`src/hdl/button_multiclick_classifier_core_macros.svh`:
```
// assertion macros shared by the rtl
`ifndef BUTTON_MULTICLICK_CLASSIFIER_CORE_MACROS_SVH
`define BUTTON_MULTICLICK_CLASSIFIER_CORE_MACROS_SVH

// condition must hold at every edge outside reset
`define BMC_ASSERT_ALWAYS(label, cond, msg) \
    label: assert property (@(posedge aclk) disable iff (!aresetn) (cond)) \
        else $error(msg);

// same-cycle implication outside reset
`define BMC_ASSERT_IMPLIES(label, ante, cons, msg) \
    label: assert property (@(posedge aclk) disable iff (!aresetn) (ante) |-> (cons)) \
        else $error(msg);

// next-cycle implication outside reset
`define BMC_ASSERT_NEXT(label, ante, cons, msg) \
    label: assert property (@(posedge aclk) disable iff (!aresetn) (ante) |=> (cons)) \
        else $error(msg);

`endif

```
`src/hdl/bmc_pkg.sv`:
```
package bmc_pkg;

    localparam int NUM_BUTTONS_DEF = 4;

    localparam int BUTTON_W   = 2;
    localparam int TIME_W     = 32;
    localparam int INTEG_W    = 8;
    localparam int CLICK_W    = 4;
    localparam int HOLD_W     = 2;
    localparam int GEST_W     = 3;
    localparam int BIU_W      = 3;
    localparam int CFG_IDX_W  = 2;
    localparam int CFG_DATA_W = 32;
    localparam int S_TDATA_W  = 40;
    localparam int M_TDATA_W  = 8;

    localparam logic [CLICK_W-1:0] FR_CLICKS      = 4'd5;
    localparam logic [CLICK_W-1:0] BATTERY_CLICKS = 4'd4;
    localparam logic [CLICK_W-1:0] CLICK_MAX      = 4'd15;

    // per-button hold phase
    localparam logic [1:0] HP_NONE    = 2'd0;
    localparam logic [1:0] HP_PRESENT = 2'd1;
    localparam logic [1:0] HP_FIXED   = 2'd2;

    // hold_event codes
    localparam logic [HOLD_W-1:0] HOLD_NONE     = 2'd0;
    localparam logic [HOLD_W-1:0] HOLD_START    = 2'd1;
    localparam logic [HOLD_W-1:0] HOLD_FR_START = 2'd2;

    // gesture codes
    localparam logic [GEST_W-1:0] GEST_NONE         = 3'd0;
    localparam logic [GEST_W-1:0] GEST_SINGLE       = 3'd1;
    localparam logic [GEST_W-1:0] GEST_DOUBLE       = 3'd2;
    localparam logic [GEST_W-1:0] GEST_TRIPLE       = 3'd3;
    localparam logic [GEST_W-1:0] GEST_BATTERY      = 3'd4;
    localparam logic [GEST_W-1:0] GEST_HOLD_RELEASE = 3'd5;
    localparam logic [GEST_W-1:0] GEST_RESET_ARMED  = 3'd6;

    // configuration register indexes
    localparam logic [CFG_IDX_W-1:0] CFG_DEBOUNCE_TOP = 2'd0;
    localparam logic [CFG_IDX_W-1:0] CFG_CLICK_GAP    = 2'd1;
    localparam logic [CFG_IDX_W-1:0] CFG_ARM_WINDOW   = 2'd2;
    localparam logic [CFG_IDX_W-1:0] CFG_BUTTONS_USED = 2'd3;

    localparam logic [INTEG_W-1:0] INTEG_REST = 8'd1;

    function automatic logic elapsed(input logic [TIME_W-1:0] now,
                                     input logic [TIME_W-1:0] t,
                                     input logic [TIME_W-1:0] span);
        logic [TIME_W-1:0] diff;
        diff = now - t;
        return diff > span;
    endfunction

endpackage

```
`src/hdl/button_multiclick_classifier_core.sv`:
```
// Multi-click / long-press classifier for polled buttons.
// Input stream s_*: one transaction per poll carrying the button index, its
// pin level (1 = pressed) and a free-running 32-bit tick count. Output stream
// m_*: exactly one result transaction per poll with hold event, gesture,
// debounced press/release edges and the busy flag.
// Configuration: cfg_we writes register cfg_index (0 debounce top, 1 click
// gap, 2 arm window, 3 buttons in use) with cfg_wdata; write only while idle.
// A poll is registered on acceptance and evaluated once the result register
// can advance; the button's state is then read, updated and written back
// together with the result register, whose valid flag drives m_tvalid.
// One poll per clock is sustained while m_tready stays high, as each button's
// state update is computed combinationally from the input register.
// Reset (aresetn low, synchronous) empties both registers, clears all button
// state, the factory-reset arm and restores the configuration defaults.
// When m_tready is low the result is held; one more poll is still taken into
// the input register, after which s_tready drops until the result is taken.
`include "button_multiclick_classifier_core_macros.svh"

module button_multiclick_classifier_core
    import bmc_pkg::*;
#(
    parameter int NUM_BUTTONS = NUM_BUTTONS_DEF
) (
    input  logic                  aclk,
    input  logic                  aresetn,
    input  logic                  s_tvalid,
    output logic                  s_tready,
    // [1:0] button, [2] pin_active, [34:3] now, [39:35] zero
    input  logic [S_TDATA_W-1:0]  s_tdata,
    output logic                  m_tvalid,
    input  logic                  m_tready,
    // [1:0] hold_event, [4:2] gesture, [5] press_edge, [6] release_edge,
    // [7] busy_res
    output logic [M_TDATA_W-1:0]  m_tdata,
    input  logic                  cfg_we,
    input  logic [CFG_IDX_W-1:0]  cfg_index,
    input  logic [CFG_DATA_W-1:0] cfg_wdata
);

    localparam int IDX_W = (NUM_BUTTONS > 1) ? $clog2(NUM_BUTTONS) : 1;
    localparam int BX_W  = (IDX_W > BUTTON_W) ? IDX_W : BUTTON_W;

    // configuration
    logic [INTEG_W-1:0] debounce_top_reg;
    logic [TIME_W-1:0]  click_gap_reg;
    logic [TIME_W-1:0]  arm_window_reg;
    logic [BIU_W-1:0]   buttons_in_use_reg;

    // per-button state
    logic [INTEG_W-1:0] integ_reg    [NUM_BUTTONS];
    logic               pressed_reg  [NUM_BUTTONS];
    logic               released_reg [NUM_BUTTONS];
    logic [1:0]         hold_reg     [NUM_BUTTONS];
    logic [CLICK_W-1:0] click_reg    [NUM_BUTTONS];
    logic [TIME_W-1:0]  lpt_reg      [NUM_BUTTONS];
    logic               armed_reg;
    logic [TIME_W-1:0]  armed_time_reg;

    // input register
    logic                in_valid_reg;
    logic [BUTTON_W-1:0] in_button_reg;
    logic                in_active_reg;
    logic [TIME_W-1:0]   in_now_reg;

    // result register
    logic                out_valid_reg;
    logic [HOLD_W-1:0]   out_hold_reg;
    logic [GEST_W-1:0]   out_gest_reg;
    logic                out_pe_reg;
    logic                out_re_reg;
    logic                out_busy_reg;

    logic advance;
    logic eval;

    // next values of the polled button and globals
    logic [INTEG_W-1:0] integ_next;
    logic               pressed_next;
    logic               released_next;
    logic [1:0]         hold_next;
    logic [CLICK_W-1:0] click_next;
    logic [TIME_W-1:0]  lpt_next;
    logic               armed_next;
    logic [TIME_W-1:0]  armed_time_next;
    logic [HOLD_W-1:0]  hold_ev_next;
    logic [GEST_W-1:0]  gest_next;
    logic               pe_next;
    logic               re_next;
    logic               busy_next;
    logic               in_range;
    logic [IDX_W-1:0]   idx;

    assign advance  = !out_valid_reg || m_tready;
    assign eval     = in_valid_reg && advance;
    assign s_tready = !in_valid_reg || advance;

    always_comb begin
        logic [BX_W-1:0] bx;
        logic            el;
        bx       = BX_W'(in_button_reg);
        idx      = bx[IDX_W-1:0];
        in_range = 32'(in_button_reg) < NUM_BUTTONS;

        integ_next      = integ_reg[idx];
        pressed_next    = pressed_reg[idx];
        released_next   = released_reg[idx];
        hold_next       = hold_reg[idx];
        click_next      = click_reg[idx];
        lpt_next        = lpt_reg[idx];
        armed_time_next = armed_time_reg;
        hold_ev_next    = HOLD_NONE;
        gest_next       = GEST_NONE;
        pe_next         = 1'b0;
        re_next         = 1'b0;

        armed_next = armed_reg && !elapsed(in_now_reg, armed_time_reg, arm_window_reg);
        el         = elapsed(in_now_reg, lpt_reg[idx], click_gap_reg);

        if (in_range) begin
            if (in_active_reg) begin
                if (pressed_next && el && hold_next == HP_NONE) begin
                    hold_next = HP_PRESENT;
                    if (!armed_next) begin
                        hold_ev_next = HOLD_START;
                    end else begin
                        hold_ev_next = HOLD_FR_START;
                        armed_next   = 1'b0;
                    end
                end
                if (integ_next != debounce_top_reg) begin
                    integ_next = integ_next + INTEG_W'(1);
                    if (integ_next == debounce_top_reg) begin
                        pressed_next = 1'b1;
                        pe_next      = 1'b1;
                        if (!el) begin
                            if (click_next < CLICK_MAX) begin
                                click_next = click_next + CLICK_W'(1);
                            end
                        end else begin
                            click_next = CLICK_W'(1);
                        end
                        lpt_next = in_now_reg;
                        // gap restarts at this press
                        el = 1'b0;
                    end
                end
            end else begin
                if (integ_next != INTEG_REST) begin
                    integ_next = integ_next - INTEG_W'(1);
                    if (integ_next == INTEG_REST && (pressed_next || hold_next == HP_FIXED)) begin
                        released_next = 1'b1;
                        re_next       = 1'b1;
                    end
                end
            end

            if (released_next && el) begin
                if (click_next >= FR_CLICKS) begin
                    armed_next      = 1'b1;
                    armed_time_next = in_now_reg;
                    gest_next       = GEST_RESET_ARMED;
                end else if (hold_next != HP_NONE) begin
                    gest_next = GEST_HOLD_RELEASE;
                end else if (click_next >= CLICK_W'(1) && click_next <= CLICK_W'(3)) begin
                    gest_next = GEST_W'(click_next);
                end else if (click_next == BATTERY_CLICKS) begin
                    gest_next = GEST_BATTERY;
                end
                click_next    = '0;
                pressed_next  = 1'b0;
                released_next = 1'b0;
                hold_next     = HP_NONE;
            end else if (pressed_next && click_next == CLICK_W'(1) && hold_next == HP_PRESENT) begin
                // long hold on a single press: fixed hold, count dropped
                hold_next    = HP_FIXED;
                click_next   = '0;
                pressed_next = 1'b0;
            end
        end
    end

    // busy over the buttons in use, polled button taken after its update
    always_comb begin
        logic               self;
        logic [INTEG_W-1:0] iv;
        logic               pv;
        logic [CLICK_W-1:0] cv;
        busy_next = 1'b0;
        for (int i = 0; i < NUM_BUTTONS; i++) begin
            self = in_range && idx == IDX_W'(i);
            iv   = self ? integ_next   : integ_reg[i];
            pv   = self ? pressed_next : pressed_reg[i];
            cv   = self ? click_next   : click_reg[i];
            if (i < 32'(buttons_in_use_reg) &&
                ((iv != INTEG_REST && iv != debounce_top_reg) || pv || cv != '0)) begin
                busy_next = 1'b1;
            end
        end
    end

    always_ff @(posedge aclk) begin
        if (!aresetn) begin
            debounce_top_reg   <= 8'd5;
            click_gap_reg      <= 32'd750;
            arm_window_reg     <= 32'd3000;
            buttons_in_use_reg <= 3'd1;
        end else if (cfg_we) begin
            case (cfg_index)
                CFG_DEBOUNCE_TOP: debounce_top_reg   <= cfg_wdata[INTEG_W-1:0];
                CFG_CLICK_GAP:    click_gap_reg      <= cfg_wdata[TIME_W-1:0];
                CFG_ARM_WINDOW:   arm_window_reg     <= cfg_wdata[TIME_W-1:0];
                CFG_BUTTONS_USED: buttons_in_use_reg <= cfg_wdata[BIU_W-1:0];
                default: ;
            endcase
        end
    end

    always_ff @(posedge aclk) begin
        if (!aresetn) begin
            for (int i = 0; i < NUM_BUTTONS; i++) begin
                integ_reg[i]    <= INTEG_REST;
                pressed_reg[i]  <= 1'b0;
                released_reg[i] <= 1'b0;
                hold_reg[i]     <= HP_NONE;
                click_reg[i]    <= '0;
                lpt_reg[i]      <= '0;
            end
            armed_reg      <= 1'b0;
            armed_time_reg <= '0;
        end else if (eval) begin
            if (in_range) begin
                integ_reg[idx]    <= integ_next;
                pressed_reg[idx]  <= pressed_next;
                released_reg[idx] <= released_next;
                hold_reg[idx]     <= hold_next;
                click_reg[idx]    <= click_next;
                lpt_reg[idx]      <= lpt_next;
            end
            armed_reg      <= armed_next;
            armed_time_reg <= armed_time_next;
        end
    end

    always_ff @(posedge aclk) begin
        if (!aresetn) begin
            in_valid_reg <= 1'b0;
        end else if (s_tready) begin
            in_valid_reg <= s_tvalid;
        end
    end

    always_ff @(posedge aclk) begin
        if (s_tready && s_tvalid) begin
            in_button_reg <= s_tdata[1:0];
            in_active_reg <= s_tdata[2];
            in_now_reg    <= s_tdata[34:3];
        end
    end

    always_ff @(posedge aclk) begin
        if (!aresetn) begin
            out_valid_reg <= 1'b0;
        end else if (advance) begin
            out_valid_reg <= in_valid_reg;
        end
    end

    always_ff @(posedge aclk) begin
        if (eval) begin
            out_hold_reg <= hold_ev_next;
            out_gest_reg <= gest_next;
            out_pe_reg   <= pe_next;
            out_re_reg   <= re_next;
            out_busy_reg <= busy_next;
        end
    end

    assign m_tvalid = out_valid_reg;
    assign m_tdata  = {out_busy_reg, out_re_reg, out_pe_reg, out_gest_reg, out_hold_reg};

    `BMC_ASSERT_ALWAYS(a_edges_exclusive,
        !(out_valid_reg && out_pe_reg && out_re_reg),
        "press and release edge in one result")
    `BMC_ASSERT_IMPLIES(a_out_from_input,
        $rose(out_valid_reg), $past(in_valid_reg),
        "result without a held poll")
    `BMC_ASSERT_IMPLIES(a_arm_reported,
        $rose(armed_reg), out_gest_reg == GEST_RESET_ARMED,
        "reset arm set without its gesture")
    `BMC_ASSERT_NEXT(a_held_poll_kept,
        in_valid_reg && !advance, in_valid_reg && $stable(in_now_reg),
        "held poll lost while stalled")

endmodule

```
`config.mk`:
```
export PLATFORM = sky130hd
export DESIGN_NAME = button_multiclick_classifier_core
export DESIGN_NICKNAME = d
export VERILOG_FILES = /design/src/hdl/bmc_pkg.sv /design/src/hdl/button_multiclick_classifier_core.sv
export VERILOG_INCLUDE_DIRS = /design/src /design/src/hdl
export SDC_FILE = /design/constraint.sdc
export NUM_CORES = 1
export LEC_CHECK = 0
export BUFFER_PORTS_ARGS = -buffer_cell sky130_fd_sc_hd__buf_2
export CAP_MARGIN = 20
export CORE_ASPECT_RATIO = 0.75
export CORE_MARGIN = 1.5
export CORE_UTILIZATION = 67
export CTS_BUF_LIST = sky130_fd_sc_hd__clkbuf_4 sky130_fd_sc_hd__clkbuf_8 sky130_fd_sc_hd__clkbuf_16
export DETAILED_ROUTE_END_ITERATION = 7
export PLACE_DENSITY = 0.86
export SYNTH_ARGS = -nofsm -noshare
export SYNTH_HDL_FRONTEND = slang
export SYNTH_SLANG_ARGS = --single-unit
```
`constraint.sdc`:
```
create_clock -name aclk -period 21.4 [get_ports aclk]
set_clock_uncertainty 0.15 [all_clocks]
set_input_delay 1.07 -clock aclk [delete_from_list [all_inputs] [get_ports aclk]]
set_output_delay 1.07 -clock aclk [all_outputs]
set_load 0.05 [all_outputs]
```
# Word level (Yosys, flattened, before mapping)
# Memories as Yosys holds them, arrays and structs flattened. A register that Yosys moved wholly into a read port is not among the register bits.
# Index checks and enable logic that the tools add are counted.
dict set report word_totals {
  ff_bits 153
  mem_bits_rw 192
  n_memories 6
  out_inout_bits 10
}
# memory words word_bits rd rd_ports_with_merged_regs write_ports line
set mem_list {}
lappend mem_list {lpt_reg 4 32 1 1 4 button_multiclick_classifier_core.sv:55} ;# logic [TIME_W-1:0] lpt_reg [NUM_BUTTONS];
lappend mem_list {integ_reg 4 8 5 1 4 button_multiclick_classifier_core.sv:50} ;# logic [INTEG_W-1:0] integ_reg [NUM_BUTTONS];
lappend mem_list {click_reg 4 4 5 1 4 button_multiclick_classifier_core.sv:54} ;# logic [CLICK_W-1:0] click_reg [NUM_BUTTONS];
lappend mem_list {hold_reg 4 2 1 1 4 button_multiclick_classifier_core.sv:53} ;# logic [1:0] hold_reg [NUM_BUTTONS];
lappend mem_list {pressed_reg 4 1 5 1 4 button_multiclick_classifier_core.sv:51} ;# logic pressed_reg [NUM_BUTTONS];
lappend mem_list {released_reg 4 1 1 1 4 button_multiclick_classifier_core.sv:52} ;# logic released_reg [NUM_BUTTONS];
dict set report classes {
  n_bitwise 2
  reduce_logical 56
  order_cmp 10
  mux 81
  n_addsub 5
  eq_ne 22
}
# operator count
set ops {}
lappend ops {{2-to-1 mux 32 bit} 4}
lappend ops {{> comparator 32 bit} 2}
lappend ops {{2-to-1 mux 8 bit} 8}
lappend ops {{subtractor 32 bit} 2}
lappend ops {{2-to-1 mux 4 bit} 12}
lappend ops {{!= test 8 x 1 -> 1 bit, second input constant} 5}
lappend ops {{!= test 8 bit} 5}
lappend ops {{2-to-1 mux 2 bit} 18}
lappend ops {{2-to-1 mux 1 bit} 35}
lappend ops {{OR reduction 32 bit} 1}
lappend ops {{logical AND 1 bit} 18}
lappend ops {{nonzero test 4 bit} 4}
lappend ops {{2-to-1 mux 3 bit} 4}
lappend ops {{AND reduction 2 bit} 6}
lappend ops {{logical OR 1 bit} 11}
lappend ops {{== test 2 bit, second input constant} 5}
lappend ops {{adder 8 x 1 -> 8 bit, second input constant} 1}
lappend ops {{== test 8 x 1 -> 1 bit, second input constant} 1}
lappend ops {{== test 8 bit} 1}
lappend ops {{OR reduction 8 bit} 1}
lappend ops {{subtractor 8 x 1 -> 8 bit, second input constant} 1}
lappend ops {{== test 2 x 1 -> 1 bit, second input constant} 3}
lappend ops {{zero test 2 bit} 3}
lappend ops {{less-than comparator 1 x 3 -> 1 bit, first input constant} 2}
lappend ops {{16 further kinds} 23}

# Longest topological paths before layout
dict set report logic_depth {
  ltp_word 16
  depth_mapped 32
  depth_no_buf 27
}

# Worst setup path after synthesis
# Ideal clock, no wire load.
dict set report synth_path {
  kind {register -> register}
  start {register with a tool-made name}
  end {memory click_reg[0][2] (data pin)}
  path_stages_with_launch 31
  t_arrival_ns 7.523
  period_less_slack_ns 7.815
  slack_ns 13.585
  path_cell_list {dfxtp_1 > buf_2 > buf_1 > clkbuf_1 > mux4_2 > ha_1 > inv_1 > fa_1 > a21o_1 > a21oi_1 > o21bai_1 > a2111o_1 > a41oi_1 > o31ai_1 > a221oi_1 > a211oi_1 > a21o_1 > a21oi_1 > xnor2_1 > ha_1 > nand4_1 > or4_1 > o21bai_1 > o22ai_1 > nor2_1 > and3_1 > a22o_1 > nor4_1 > or3_4 > or3_1 > nor2_1}
}
# element line
set synth_rtl {}
lappend synth_rtl {{end: declaration} button_multiclick_classifier_core.sv:54}

==> results_dict.tcl <==
set metrics [dict create \
    fin_util 0.7440 \
    die_w_microns 204.7 \
    async_flop_share 0 \
    peakVddDrop_mv 0.07527 \
    yosys_warnings 0 \
    critPathArrivalTime_ns 9.68 \
    slowest_delay_ns 0.94 \
    start_util 0.6795 \
    finalSetupViolCount 0 \
    seq_area_sq_mm 0.009241 \
    largest_reg_flops 128 \
    grt-ovfl-total 0 \
    combPwrFrac 0.211 \
    fin_tns_setup_ns 0 \
    grt_pass1_vias 15600 \
    nets 2358 \
    core_sq_mm 0.03007 \
    swShare 0.2976 \
    cts_max_path_buffers 3 \
    seqPwrFrac 0.428 \
    crit_family "compound AO/OA/AOI/OAI gates" \
    routed_wl_microns 56820 \
    met3_length_microns 7689 \
    status "finished, final reports clean" \
    synth-seq-cells 347 \
    tightest_slew_ns 1.069 \
    synth_nets 2312 \
    cap_violations 0 \
    drive_above_1_share 0.1280 \
    slew_violations 0 \
    drt-met1-wl_microns 24060 \
    vias_per_cell 6.448 \
    multi_input_area_sq_mm 0.01006 \
    gp_congestion 0.9833 \
    path_max_fanout 26 \
    clkLatencyLatePin_ns 0.56 \
    met2WireLength_microns 23810 \
    relSlewSlack 0.2873 \
    clk_transition_reported_paths_ns 0.07 \
    cp_num_buf_inv 2 \
    holdBufCountCts 0 \
    post-route-drc-count 0 \
    max_freq_ghz 0.1044 \
    pwr_density_cell_mw_per_mm2 79.93 \
    drtIter0Drc 2096 \
    grtUsageTotal 0.3630 \
    die_area_sq_mm 0.03157 \
    crit_required_ns 21.50 \
    post_cts_resized 0 \
    fin_hold_ws_ns 0.3054 \
    pwr-share-clk 0.361 \
    critPathKind "flop to flop" \
    cp_slowest_cell "dfxtp_2" \
    finalCritPeriodShare 0.4476 \
    period_needed_ns 9.579 \
    hold_viol 0 \
    root_buffer "clkbuf_16" \
    grt_max_degree 93 \
    hold_class "flop to flop" \
    top_layer_used "met4" \
    htree_num_levels 2 \
    wl_per_cell_microns 22.09 \
    crit_top_cell "a21oi_1" \
    grt_pass1_wl_microns 87150 \
    ys_types 86 \
    io_pins 89 \
    critPathCaptureType "flop" \
    postCtsSetupBuffers 0 \
    rows 55 \
    leakage_nw 8.818 \
    ant_nets 0 \
    port_buffers 83 \
    switchingPower_uw 532.2 \
    p_int_mw 1.256 \
    area_growth_pct 9.484 \
    avgSynthCellArea_sq_um 9.735 \
    hpwl_microns 39860 \
    seq_area_frac_synth 0.4521 \
    synth-main-ff-cell "edfxtp_1" \
    vias 16580 \
    cts_tree "yes" \
    synth.cell_area_sq_mm 0.02043 \
    antenna_found_initial 2 \
    nFillCells 2090 \
    rsz0062_at_grt "no" \
    dr.pass1.iters 6 \
    syn_inst 2099 \
    synth_edf_count 229 \
    numCtsBuffers 36 \
    cts_sinks 347 \
    die_h_microns 154.2 \
    crit_path_start_kind "flop" \
]
## metal layers
layer | GRT usage | up-vias
met5 | 0 | -
met4 | 0.09454 | 0
met3 | 0.09903 | 124
met2 | 0.5140 | 1003
met1 | 0.5502 | 7917
li1 | - | 7540
## cell usage after synthesis, drive strengths merged, types with 5 or more instances
cell type | n | share of area
a21o | 42 | 0.015
ha | 132 | 0.081
or3 | 6 | 0.0021
nor3 | 33 | 0.0083
inv | 200 | 0.037
mux4 | 49 | 0.055
o31ai | 6 | 0.0022
o21ai | 74 | 0.018
clkbuf | 74 | 0.014
nand3 | 64 | 0.016
and3 | 13 | 0.0040
xnor2 | 76 | 0.033
a211oi | 14 | 0.0051
nor2b | 13 | 0.0040
xor2 | 27 | 0.012
o22ai | 5 | 0.0015
a21oi | 130 | 0.033
a2111oi | 6 | 0.0029
nor2 | 251 | 0.046
a31oi | 13 | 0.0040
mux2 | 35 | 0.019
or2 | 6 | 0.0018
o211ai | 22 | 0.0081
nand2 | 253 | 0.046
a221oi | 6 | 0.0026
nand3b | 5 | 0.0018
edfxtp | 229 | 0.34
nor4 | 16 | 0.0049
nand4 | 30 | 0.0092
buf | 25 | 0.0065
mux2i | 13 | 0.0064
o21a | 14 | 0.0051
dfxtp | 118 | 0.12
and2 | 6 | 0.0018
nand2b | 10 | 0.0031
o21bai | 10 | 0.0037
or4 | 6 | 0.0022
## worst paths after layout
kind                            slack (ns)          startpoint  cells past startpoint            endpoint
worst min register to register        0.31  arm_window_reg[20]                      2  arm_window_reg[20]
worst max-delay path                 11.82                flop                     28        out_busy_reg
worst max register to register       11.82                flop                     28        out_busy_reg
worst min-delay path                  0.31  arm_window_reg[20]                      2  arm_window_reg[20]
## metrics by stage
stage | area [sq um] | worst slack, ns | cells | power [mW]
after detailed placement | 21140 | 12.13 | 2505 | 1.141
after CTS | 22360 | 11.99 | 2570 | 1.778
after global routing | 22370 | 11.33 | 2571 | 1.852
after global placement | 21140 | 12.40 | 2505 | 1.122
final | 22370 | 11.82 | 2572 | 1.788
after floorplan | 20430 | 13.59 | 2099 | 1.031
## power groups by stage
| stage | Combinational [mW] | Sequential, mW | Clock [mW] |
|---|---|---|---|
| 2_1_floorplan | 0.264 | 0.768 | 0 |
| 3_3_place_gp | 0.344 | 0.777 | 0 |
| 3_5_place_dp | 0.362 | 0.779 | 0 |
| 4_1_cts | 0.366 | 0.765 | 0.647 |
| 5_1_grt | 0.409 | 0.768 | 0.675 |
| 6_report | 0.377 | 0.766 | 0.645 |
## cell usage in the layout (no fill, tap or decap), types with 35 or more instances in the layout
cell type / n
mux2_2: 35
nor2_1: 249
ha_1: 132
mux4_2: 46
inv_1: 199
dfxtp_1: 116
a21oi_1: 126
nand2_1: 250
a21o_1: 42
o21ai_0: 67
buf_2: 83
clkbuf_16: 37
xnor2_1: 76
nand3_1: 63
edfxtp_1: 229
## kinds of logic (layout without fill, tap and decap cells)
kind of cell / Yosys count / count (layout) / share of synthesized area
xor+xnor: 104 / 104 / 0.04562
mux: 97 / 97 / 0.08021
flops: 347 / 347 / 0.4521
compound gates: 386 / 386 / 0.1225
buf+inv: 300 / 373 / 0.05707
simple gates: 731 / 731 / 0.1597
fa+ha+maj: 134 / 134 / 0.08278
other cells: 0 / 1 / 0
## final cells by class
class,count,area share
multi-input cells,1452,0.4496
flip-flops and latches,347,0.4131
clock buffers,48,0.04619
inverters,201,0.03378
repair buffers,107,0.02696
well taps,399,0.02231
clock inverters,17,0.007997
diodes,1,0.0001119
## tightest hold or removal path, cell delays in order, from the launching register on
cell	delay, ns
dfxtp_1	0.31
nand2_1	0.05
a21oi_1	0.05
(Power assumes the default switching activity.)
